===== src/rtl/sks_pkg.sv =====
// Shared types, constants and command codes for the seek steering step.
package sks_pkg;

    localparam int FRAC_BITS  = 8;
    localparam int FIELD_W    = 24;
    localparam int DT_W       = 16;
    localparam int AT_FRAC    = 8;
    localparam int BOUND_W    = 12;
    localparam int SIZE_W     = 10;
    localparam int LIMIT_W    = 16;
    localparam int CFG_IDX_W  = 3;
    localparam int CFG_DATA_W = 16;

    localparam int VEC_W  = 36;
    localparam int MAG_W  = 35;
    localparam int LIM_W  = LIMIT_W + FRAC_BITS;
    localparam int MUL_W  = 32;
    localparam int PROD_W = 61;
    localparam int WIDE_BIT = 30;
    localparam int SQ_IN_W = 62;
    localparam int ROOT_W  = 31;
    localparam int DIVD_W  = 54;
    localparam int DIVS_W  = 31;

    localparam logic [BOUND_W-1:0] BOUND_X_RST  = BOUND_W'(1280);
    localparam logic [BOUND_W-1:0] BOUND_Y_RST  = BOUND_W'(800);
    localparam logic [LIMIT_W-1:0] ARRIVE_RST   = LIMIT_W'(512);
    localparam logic [LIMIT_W-1:0] ACCEL_RST    = LIMIT_W'(20);
    localparam logic [LIMIT_W-1:0] SPEED_RST    = LIMIT_W'(150);
    localparam logic [SIZE_W-1:0]  SPRITE_RST   = SIZE_W'(64);
    localparam logic signed [FIELD_W-1:0] POS_X_RST = FIELD_W'(1220 << FRAC_BITS);
    localparam logic signed [FIELD_W-1:0] POS_Y_RST = FIELD_W'(700 << FRAC_BITS);

    typedef enum logic [CFG_IDX_W-1:0] {
        REG_BOUND_X,
        REG_BOUND_Y,
        REG_ARRIVE_TIME,
        REG_ACCEL_LIMIT,
        REG_SPEED_LIMIT,
        REG_SPRITE_WIDTH,
        REG_SPRITE_HEIGHT
    } sks_reg_t;

    typedef enum logic [4:0] {
        OP_NONE,
        OP_LOAD,
        OP_ADIV_A,
        OP_ADIV_B,
        OP_SET_A,
        OP_SET_B,
        OP_LIM_ACC,
        OP_LIM_SPD,
        OP_SQ_A,
        OP_SQ_B,
        OP_SQ_SUM,
        OP_LIM_SQ,
        OP_SHIFT,
        OP_SQRT,
        OP_ZERO,
        OP_SCALE_A,
        OP_SCALE_B,
        OP_SDIV_A,
        OP_SDIV_B,
        OP_MDT_A,
        OP_MDT_B,
        OP_VEL_A,
        OP_VEL_B,
        OP_COMMIT_VEL,
        OP_POS_A,
        OP_POS_B,
        OP_COMMIT_POS
    } sks_op_t;

    typedef enum logic [4:0] {
        S_IDLE,
        S_ADIV_A,
        S_ADIV_A_W,
        S_ADIV_B,
        S_ADIV_B_W,
        S_LIM_INIT,
        S_LIM_CHK,
        S_SQ_A,
        S_SQ_B,
        S_SQ_SUM,
        S_LIM_SQ,
        S_LIM_CMP,
        S_SHIFT,
        S_SQRT,
        S_SQRT_W,
        S_SC_A,
        S_SD_A,
        S_SD_A_W,
        S_SC_B,
        S_SD_B,
        S_SD_B_W,
        S_LIM_END,
        S_MV_A,
        S_AV_A,
        S_MV_B,
        S_AV_B,
        S_VCOMMIT,
        S_MP_A,
        S_AP_A,
        S_MP_B,
        S_AP_B,
        S_COMMIT
    } sks_state_t;

    typedef struct packed {
        sks_op_t op;
    } sks_cmd_t;

    typedef struct packed {
        logic over;       // a component alone exceeds the limit
        logic fits;       // squared sum within squared limit
        logic wide;       // a magnitude still too wide to square
        logic m_zero;     // root came out zero
        logic div_busy;
        logic sqrt_busy;
    } sks_status_t;

endpackage


===== src/rtl/sks_ctrl.sv =====
// Controller: sequences the datapath through one steering step.
module sks_ctrl (
    input  logic                 clk,
    input  logic                 rst_n,
    input  logic                 in_valid,
    output logic                 in_ready,
    output logic                 out_valid,
    input  logic                 out_ready,
    input  sks_pkg::sks_status_t status,
    output sks_pkg::sks_cmd_t    cmd
);
    import sks_pkg::*;

    sks_state_t state_reg, state_next;
    logic       spd_reg, spd_next;       // 0: accel clamp, 1: speed clamp
    logic       shifted_reg, shifted_next;
    logic       out_valid_reg, out_valid_next;

    always_ff @(posedge clk or negedge rst_n)
    begin
        if (!rst_n)
        begin
            state_reg     <= S_IDLE;
            spd_reg       <= 1'b0;
            shifted_reg   <= 1'b0;
            out_valid_reg <= 1'b0;
        end
        else
        begin
            state_reg     <= state_next;
            spd_reg       <= spd_next;
            shifted_reg   <= shifted_next;
            out_valid_reg <= out_valid_next;
        end
    end

    always_comb
    begin
        state_next     = state_reg;
        spd_next       = spd_reg;
        shifted_next   = shifted_reg;
        out_valid_next = out_valid_reg && !out_ready;
        in_ready       = 1'b0;
        cmd.op         = OP_NONE;
        unique case (state_reg)
            S_IDLE:
            begin
                in_ready = 1'b1;
                if (in_valid)
                begin
                    cmd.op     = OP_LOAD;
                    spd_next   = 1'b0;
                    state_next = S_ADIV_A;
                end
            end
            S_ADIV_A:
            begin
                cmd.op     = OP_ADIV_A;
                state_next = S_ADIV_A_W;
            end
            S_ADIV_A_W:
            begin
                if (!status.div_busy)
                begin
                    cmd.op     = OP_SET_A;
                    state_next = S_ADIV_B;
                end
            end
            S_ADIV_B:
            begin
                cmd.op     = OP_ADIV_B;
                state_next = S_ADIV_B_W;
            end
            S_ADIV_B_W:
            begin
                if (!status.div_busy)
                begin
                    cmd.op     = OP_SET_B;
                    state_next = S_LIM_INIT;
                end
            end
            S_LIM_INIT:
            begin
                cmd.op       = spd_reg ? OP_LIM_SPD : OP_LIM_ACC;
                shifted_next = 1'b0;
                state_next   = S_LIM_CHK;
            end
            S_LIM_CHK:  state_next = status.over ? S_SHIFT : S_SQ_A;
            S_SQ_A:
            begin
                cmd.op     = OP_SQ_A;
                state_next = S_SQ_B;
            end
            S_SQ_B:
            begin
                cmd.op     = OP_SQ_B;
                state_next = S_SQ_SUM;
            end
            S_SQ_SUM:
            begin
                cmd.op     = OP_SQ_SUM;
                state_next = shifted_reg ? S_SQRT : S_LIM_SQ;
            end
            S_LIM_SQ:
            begin
                cmd.op     = OP_LIM_SQ;
                state_next = S_LIM_CMP;
            end
            S_LIM_CMP:  state_next = status.fits ? S_LIM_END : S_SHIFT;
            S_SHIFT:
            begin
                if (status.wide)
                begin
                    cmd.op = OP_SHIFT;
                end
                else
                begin
                    shifted_next = 1'b1;
                    state_next   = S_SQ_A;
                end
            end
            S_SQRT:
            begin
                cmd.op     = OP_SQRT;
                state_next = S_SQRT_W;
            end
            S_SQRT_W:
            begin
                if (!status.sqrt_busy)
                begin
                    if (status.m_zero)
                    begin
                        cmd.op     = OP_ZERO;
                        state_next = S_LIM_END;
                    end
                    else
                    begin
                        state_next = S_SC_A;
                    end
                end
            end
            S_SC_A:
            begin
                cmd.op     = OP_SCALE_A;
                state_next = S_SD_A;
            end
            S_SD_A:
            begin
                cmd.op     = OP_SDIV_A;
                state_next = S_SD_A_W;
            end
            S_SD_A_W:
            begin
                if (!status.div_busy)
                begin
                    cmd.op     = OP_SET_A;
                    state_next = S_SC_B;
                end
            end
            S_SC_B:
            begin
                cmd.op     = OP_SCALE_B;
                state_next = S_SD_B;
            end
            S_SD_B:
            begin
                cmd.op     = OP_SDIV_B;
                state_next = S_SD_B_W;
            end
            S_SD_B_W:
            begin
                if (!status.div_busy)
                begin
                    cmd.op     = OP_SET_B;
                    state_next = S_LIM_END;
                end
            end
            S_LIM_END:  state_next = spd_reg ? S_VCOMMIT : S_MV_A;
            S_MV_A:
            begin
                cmd.op     = OP_MDT_A;
                state_next = S_AV_A;
            end
            S_AV_A:
            begin
                cmd.op     = OP_VEL_A;
                state_next = S_MV_B;
            end
            S_MV_B:
            begin
                cmd.op     = OP_MDT_B;
                state_next = S_AV_B;
            end
            S_AV_B:
            begin
                cmd.op     = OP_VEL_B;
                spd_next   = 1'b1;
                state_next = S_LIM_INIT;
            end
            S_VCOMMIT:
            begin
                cmd.op     = OP_COMMIT_VEL;
                state_next = S_MP_A;
            end
            S_MP_A:
            begin
                cmd.op     = OP_MDT_A;
                state_next = S_AP_A;
            end
            S_AP_A:
            begin
                cmd.op     = OP_POS_A;
                state_next = S_MP_B;
            end
            S_MP_B:
            begin
                cmd.op     = OP_MDT_B;
                state_next = S_AP_B;
            end
            S_AP_B:
            begin
                cmd.op     = OP_POS_B;
                state_next = S_COMMIT;
            end
            S_COMMIT:
            begin
                if (!out_valid_reg || out_ready)
                begin
                    cmd.op         = OP_COMMIT_POS;
                    out_valid_next = 1'b1;
                    state_next     = S_IDLE;
                end
            end
            default:    state_next = S_IDLE;
        endcase
    end

    assign out_valid = out_valid_reg;
endmodule


===== config.mk =====
export PLATFORM = sky130hd
export DESIGN_NAME = sks_ctrl
export DESIGN_NICKNAME = d
export VERILOG_FILES = /design/src/rtl/sks_pkg.sv /design/src/rtl/sks_ctrl.sv
export SDC_FILE = /design/constraint.sdc
export NUM_CORES = 1
export LEC_CHECK = 0
export BUFFER_PORTS_ARGS = -buffer_cell sky130_fd_sc_hd__buf_2
export CAP_MARGIN = 20
export CORE_MARGIN = 2
export CORE_UTILIZATION = 25
export CTS_CLUSTER_DIAMETER = 120
export CTS_CLUSTER_SIZE = 20
export DETAILED_ROUTE_END_ITERATION = 8
export SETUP_SLACK_MARGIN = 0.02
export SYNTH_ARGS = -nofsm -noshare
export SYNTH_HDL_FRONTEND = slang
export SYNTH_SLANG_ARGS = --single-unit

===== constraint.sdc =====
create_clock -name clk -period 2.08 [get_ports clk]
set_input_delay 0.104 -clock clk [delete_from_list [all_inputs] [get_ports clk]]
set_output_delay 0.104 -clock clk [all_outputs]
set_load 0.02 [all_outputs]

# Word-level counts from Yosys, hierarchy flattened
# Cells that the tools add are included.
# W data, S select, Z words.
[totals]
reg_bits = 8
latchBits = 0
ramBits = 0
romBits = 0
output_inout_bits = 7
word_cells = 87
memories = 0
[op_classes]
n_addsub = 0
multipliers = 0
n_div = 0
n_lt_le_gt_ge = 0
eq_ne = 39
shifts = 0
mux = 30
bitwise_logic = 0
n_reduce_logical = 14
[ops]
columns = ["cell", "count"]
rows = [
  ["$pmux W5 S32", 1],
  ["$pmux W5 S25", 1],
  ["$eq A5 B5 Y1 const B", 16],
  ["$mux W5", 11],
  ["$eq A5 B4 Y1 const B", 8],
  ["$eq A5 B3 Y1 const B", 4],
  ["$mux W4", 5],
  ["$ne A2 B2 Y1 const B", 8],
  ["$eq A5 B2 Y1 const B", 2],
  ["$mux W3", 3],
  ["$reduce_and A8 Y1", 1],
  ["$reduce_or A2 Y1", 4],
  ["$mux W1", 7],
  ["$eq A5 B1 Y1 const B", 1],
  ["$logic_not A5 Y1", 1],
  ["$pmux W1 S2", 2],
  ["$reduce_and A2 Y1", 2],
  ["$reduce_bool A2 Y1", 2],
  ["$logic_not A1 Y1", 2],
  ["$logic_and A1 B1 Y1", 1],
  ["$logic_or A1 B1 Y1", 1],
]

# Logic depth before layout (Yosys ltp)
# Gate-level depths: netlist of the first run.
[depth]
ltp_word = 4
depth_mapped = 7
ltp_nobuf = 5

# Worst setup path after synthesis of the first run
# OpenSTA, ideal clock, no wires.
[synth_timing]
path_kind = "reg-to-reg"
start = "register state_reg[1]"
end = "register state_reg[2]"
setup_ns = 0.125
arrival_time_ns = 1.707
required_ns = 1.955
path_slack_ns = 0.248
stages_incl_launch_ff = 8
path_buffers = 2
period_less_slack_ns = 1.832
path_cell_list = "dfrtp_1 -> buf_6 -> or2_1 -> buf_6 -> nor4_4 -> nand2b_1 -> o311a_4 -> mux2_4"
[synth_between]
elab_chain_cells = 3
[synth_rtl]
columns = ["element", "line", "source"]
rows = [
  ["from (decl)", "sks_ctrl.sv:14", "sks_state_t state_reg, state_next;"],
  ["from (signal assigned)", "sks_ctrl.sv:30", "state_reg <= state_next;"],
  ["$eq A5 B5 Y1, or another cell as far along", "sks_ctrl.sv:45", "unique case (state_reg)"],
  ["$ne A2 B2 Y1 (no source line)", "n/a", ""],
  ["$reduce_and A8 Y1 (no source line)", "n/a", ""],
]
# Several ways; a longest one is shown, not always the timed one.
# A chain may end at the register's enable or synchronous reset.

==> results.md, run 1 <==
* Number of clock sinks at 8
* Slowest stage cell, crit path: dfrtp_2
* Grt met2 use at 23.8%
* Detailed placer's ending HPWL at 2.53 mm
* Htree depth at 1
* Clk buf depth at 2
* Number of global-route vias before repair at 1123
* Avg Vias per Cell at approximately 5.7
* Nets at 174
* Routed Antenna Nets at 0
* Mapped Nets at 152
* Gr busiest metal: met2
* # setup viols final at 0
* Post-Syn Instances at 142
* Endpoints failing hold at 0
* Critical Path RT at 1.98 ns
* Fin crit period at 1.92 ns
* Max-slew violations at 0
* Max FO, Critical Path at 14
* Routed WL at 3.35 mm
* Row Count at 23
* First DRT Iteration DRCs at 173
* Peak VDD IR at 0.000325 V
* CTS root buf: clkbuf_8
* Largest net degree at the start of global routing at 20
* Synth Flop Type: dfrtp_1
* Setup CP Type: flop to output port
* Gr ovfl total at 0
* Die Y-Extent at 68.8 um
* Status: complete, no violations
* Pre-Repair DR Iteration Count at 4
* # port buffers at 16
* Initial antenna violation count at 0
* Placed cell area at 1220 sq um
* Synth async-reset ratio at 100%
* Starting Density at a little over a quarter
* Clk_skew at 0.00687 ns
* Die footprint at 4730 sq um
* Area growth from synthesis to layout at 21.4%
* Max reg flops at 5
* FMAX at 0.520 GHz
* Worst setup EP type: output port
* Power Dens Cells at 1900 nW/um^2
* Static Leakage at 0.520 nW
* # IOs at 17
* RSZ-0062 raised after global routing: false
* Grt met3 use at 2.27%
* Fin Hold WS at 0.191 ns
* First-pass GRT wire length at 5.49 mm
* Worst path cell trace: buf_4 > nand2b_1 > a41o_1 > a22oi_1 > o21ai_0 > buf_2
* Most common cell after layout, fill and taps aside: o21ai_0
* Via count at 1210
* Clk pin slew, worst setup/hold paths at about 0.050 ns
* Arr. time, crit path at 1.82 ns
* Fraction of final layout cells sized beyond drive strength 1 at 27.8%
* Total of max-cap violations at 0
* Grt met1 use at 21.1%
* Synth cell types at 42
* Most frequent cells in the layout: o21ai_0 (20), buf_2 (16), buf_4 (16)
* Mean Syn Cell Area at 7.38 sq um
* Fin crit share at around 92%
* Critical Path Start Type: flop
* Dpl ws at 0.191 ns
* Avg WL per Cell at 15.8 um
* GPL Wtd Cong at 0.900
* Sequential area share after synthesis at between 10% and 20%
* Number of diodes at 0
* DIE WIDTH at 68.8 um
* Max-Slew Margin vs Limit at 75.0%
* Residual DRC at 0
* CTS Buf Count at 3
* Overall power at between 0.002 and 0.0025 W
* Core area at 4030 sq um
* GRT Util Overall at 16.1%
* CP peak stage delay at 0.51 ns
* Yosys warning count at 0
* Post-synth EDFFs at 0
* Synthesized flop and latch total at 8
* Clock network latency to the later pin of the worst-skew pair at 0.24 ns
* Final setup margin at 0.158 ns
* Synthesized area at 1050 sq um
* Hold crit path type: input pin to flop
* CTS tree: built
* Setup TNS at 0 ns
* Fin area at roughly 1300 sq um
* Worst Tran Pin Value at 0.370 ns
synthesized netlist by cell type (2+ instances only):
cell	n	share of area, %
buf_2	9	4.3
a32o_1	2	1.9
mux2i_1	4	3.8
a21oi_1	14	6.7
buf_6	2	2.1
o22a_1	3	2.5
nand2_1	13	4.7
nand2b_1	6	3.6
a211oi_1	2	1.4
nand3_1	3	1.4
nor3_1	4	1.9
a41oi_1	2	1.7
buf_4	2	1.4
o21ai_0	20	9.5
a221oi_1	2	1.7
o211ai_1	3	2.1
nor2_1	4	1.4
o22ai_1	3	1.8
nor2b_1	4	2.4
inv_1	5	1.8
dfrtp_1	8	19
o221ai_1	3	2.5
clkbuf_1	3	1.1
a22oi_1	2	1.4
a31oi_1	2	1.2
worst paths after layout:
check / slack [ns] / startpoint / cells after the start / endpoint
max: 0.16 / state_reg[2] / 6 / cmd[0]
min in group asynchronous: 0.24 / rst_n / 2 / state_reg[2]
max reg2reg: 0.24 / state_reg[1] / 6 / state_reg[2]
min reg2reg: 0.57 / spd_reg / 1 / spd_reg
max in group asynchronous: 1.65 / rst_n / 2 / state_reg[3]
min: 0.19 / in_valid / 3 / spd_reg
through the flow:
| stage | util, % | cells |
|---|---|---|
| after floorplan | - | 142 |
| after global placement | 30.2 | 208 |
| after detailed placement | 30.2 | 208 |
| after CTS | 31.5 | 212 |
| after global routing | 31.6 | 212 |
| final | 31.6 | 212 |
cells by family after synthesis:
logic type,Yosys count,synth area share [%]
AO/OA/AOI/OAI,67,43.6
XOR/XNOR,1,0.835
buffers and inverters,22,11.1
flip-flops,8,19.1
multiplexers,5,5.25
AND/OR/NAND/NOR,39,20.2
timing repair:
| action | 4_1_cts | 5_1_grt |
|---|---|---|
| hold buffers | 1 | 0 |
| resized for setup | 0 | 4 |
| endpoints found under the setup margin | 0 | 2 |
| endpoints found under the hold margin | 8 | 0 |
| setup buffers | 0 | 0 |
worst max-delay path: cells and delay by family (launching register included):
kind	cells	cell delay (ns)
buffers and inverters	2	0.39
AOI/OAI and AO/OA	3	0.54
DFF	1	0.51
and+or+nand+nor	1	0.14
metal layers:
layer  share of wire (%)  vias to the layer above
met5                   0                        -
met3                 9.5                       11
met2                  45                       66
met4                 4.1                        0
met1                  41                      553
li1                    -                      580
cell type report:
class / count / area (sq um)
Clock buffer: 3 / 41.3
Inverter: 6 / 22.5
Fill cell: 450 / 2760
Timing Repair Buffer: 33 / 210
Tap cell: 50 / 62.6
Multi-Input combinational cell: 112 / 732
Sequential cell: 8 / 204
where the power goes:
| group | switching (W) | leakage (nW) | internal, W |
|---|---|---|---|
| logic | 0.00105 | 0.406 | 0.000783 |
| clock network | 0.0000761 | 0.0216 | 0.000127 |
| registers | 0.000150 | 0.0929 | 0.000237 |
| total | 0.00128 | 0.520 | 0.00115 |
No activity file was read; power rests on OpenSTA's default activity.
==> run 2, diff against run 1 <==
--- a/config.mk
+++ b/config.mk
@@ -5,6 +5,7 @@
 export SDC_FILE = /design/constraint.sdc
 export NUM_CORES = 1
 export LEC_CHECK = 0
+export ABC_CLOCK_PERIOD_IN_PS = 2080
 export BUFFER_PORTS_ARGS = -buffer_cell sky130_fd_sc_hd__buf_2
 export CAP_MARGIN = 20
 export CORE_MARGIN = 2
==> constraint.sdc (replaced) <==
create_clock -name clk -period 2.08 [get_ports clk]
set_input_delay 0.104 -clock clk [delete_from_list [all_inputs] [get_ports clk]]
set_output_delay 0.104 -clock clk [all_outputs]
set_load 0.1 [all_outputs]
==> results.md, run 2 (synthesis results as in run 1) <==
* Hold path endpoint: spd_reg
* Via count at 1258 (+4.0%)
* Worst setup EP type: output port
* Number of clock sinks at 8 (unchanged)
* Most frequent cells in the layout: buf_4 (19), o21ai_0 (17), a21oi_1 (13)
* Placed Instances at 213 (+2.4%)
* DR top layer: met4
* Detailed placer's ending HPWL at 2.67 mm (+5.3%)
* Fin crit share at 93.3% (+0.89 points)
* Nets at 179 (+2.9%)
* Htree depth at 1 (unchanged)
* Worst Tran Pin Value at 0.483 ns (+0.113 ns)
* # port buffers at 16 (unchanged)
* FF-to-FF End: state_reg[2]
* Max-slew violations at 0 (unchanged)
* Met2 routed WL at 1.65 mm (+8.6%)
* # IOs at 17 (unchanged)
* R2r worst-path depth at 6 (unchanged)
* Starting Density at 26.0% (unchanged)
* Hold path startpoint: in_valid
* First-pass GRT wire length at 5.75 mm (+4.8%)
* Worst path cell trace: or2_1 > a21oi_1 > a41oi_1 > o22a_1 > o21ai_2 > buf_12
* Die Y-Extent at 68.8 um (unchanged)
* Routed WL at 3.48 mm (+3.8%)
* Arr. time, crit path at 1.84 ns (+0.02 ns)
* Met3 WL post-DR at 267 um (-16%)
* Critical Path Start Type: flop
* Min-Delay Path Depth at 3 (unchanged)
* Die footprint at 4730 sq um (unchanged)
* Initial antenna violation count at 0 (unchanged)
* Largest net degree at the start of global routing at 23 (+15%)
* FF-to-FF Start: state_reg[1]
* Endpoints failing hold at 0 (unchanged)
* CTS tree: built
* CTS Buf Count at 3 (unchanged)
* Avg WL per Cell at 16.0 um (+1.4%)
* Slowest stage cell, crit path: dfrtp_1
* Fin crit period at 1.94 ns (+0.0186 ns)
* Clk buf depth at 2 (unchanged)
* Gr ovfl total at 0 (unchanged)
* Met1 Wirelength at 1.53 mm (+12%)
* Clock network latency to the later pin of the worst-skew pair at 0.24 ns (about the same)
* Post-CTS Setup Repair Bufs at 0 (unchanged)
* Dpl ws at 0.229 ns (+0.0377 ns)
* RSZ-0062 raised after global routing: false
* Clk_skew at 0.00377 ns (-0.00311 ns)
* Top delay family on crit path: compound AO/OA/AOI/OAI gates
* CP peak stage delay at 0.49 ns (-0.02 ns)
* Max-Slew Margin vs Limit at 68.0% (-7.0 points)
* Status: complete, no violations
* Number of global-route vias before repair at 1190 (+6.0%)
* Clk pin slew, worst setup/hold paths at 0.05 ns (about the same)
* FMAX at 0.515 GHz (-0.96%)
* Final setup margin at 0.139 ns (-0.0186 ns)
* Setup CP Type: flop to output port
* Max reg flops at 5 (unchanged)
* GRT Util Overall at 16.3% (+0.27 points)
* Fraction of final layout cells sized beyond drive strength 1 at 34.7% (+7.0 points)
* Critical Path RT at 1.98 ns (about the same)
* Avg Vias per Cell at 5.80 (+1.6%)
* Residual DRC at 0 (unchanged)
* First DRT Iteration DRCs at 137 (-21%)
* Area growth from synthesis to layout at 40.0%
* Row Count at 23 (unchanged)
* Number of diodes at 0 (unchanged)
* Routed Antenna Nets at 0 (unchanged)
* R2r setup slk at 0.21 ns (-0.03 ns)
* GPL Wtd Cong at 0.886 (-1.5%)
* CTS root buf: clkbuf_8
* # setup viols final at 0 (unchanged)
* Setup TNS at 0 ns (unchanged)
* Core area at 4030 sq um (unchanged)
* Hold crit path type: input pin to flop
* CP bufs+invs at 1 (-1)
* Most common cell after layout, fill and taps aside: buf_4
* Total of max-cap violations at 0 (unchanged)
* Max FO, Critical Path at 9 (-5)
* Final Non-Filler Cells at 217 (+2.4%)
* Pre-Repair DR Iteration Count at 4 (unchanged)
* DIE WIDTH at 68.8 um (unchanged)
==> run 2: area by class of cell <==
| type | instances | area (sq um) |
|---|---|---|
| well taps | 50 | 62.6 |
| flip-flops and latches | 8 | 203 |
| inverters | 6 | 26.3 |
| repair buffers | 38 | 354 |
| clock buffers | 3 | 41.3 |
| fillers | 424 | 2560 |
| multi-input cells | 112 | 781 |
==> run 2: worst max path at each step <==
stage | start | to | slack, ns | depth (start not counted)
after floorplan | state_reg[1] | state_reg[2] | -0.53 | 7
after global placement | state_reg[4] | state_reg[1] | 0.23 | 5
after detailed placement | state_reg[3] | state_reg[0] | 0.23 | 6
after CTS | state_reg[2] | cmd[0] | 0.05 | 7
after global routing | state_reg[4] | cmd[1] | 0.03 | 6
final | state_reg[1] | cmd[1] | 0.14 | 6
==> run 2: metal layers <==
metal,global-route usage [%],vias to the layer above
li1,-,589
met1,22.3,608
met2,25.0,57
met3,3.73,4
met4,6.13,0
met5,0,-
==> run 2: repair_timing <==
action / 4_1_cts / 5_1_grt
hold endpoints to repair: 8 / 0
gates cloned: 0 / 0
hold buffers: 1 / 0
setup endpoints to repair: 1 / 2
gates resized for setup: 1 / 7
==> run 2: tightest hold or removal path, delay by kind of cell <==
kind | cells | cell delay [ns]
compound gates | 1 | 0.12
buf+inv | 1 | 0.12
simple gates | 1 | 0.07
==> run 2: through the flow <==
stage / hold WS [ns] / util, % / instance area [sq um]
2_1_floorplan: -0.192 / - / 1080
3_3_place_gp: -0.0393 / 34.6 / 1390
3_5_place_dp: -0.0372 / 34.6 / 1390
4_1_cts: 0.207 / 36.0 / 1450
5_1_grt: 0.235 / 36.4 / 1470
6_report: 0.209 / 36.4 / 1470
Power of run 2 is not shown: default switching activity piles up to over one toggle a cycle in this logic, so the estimate is an artifact.
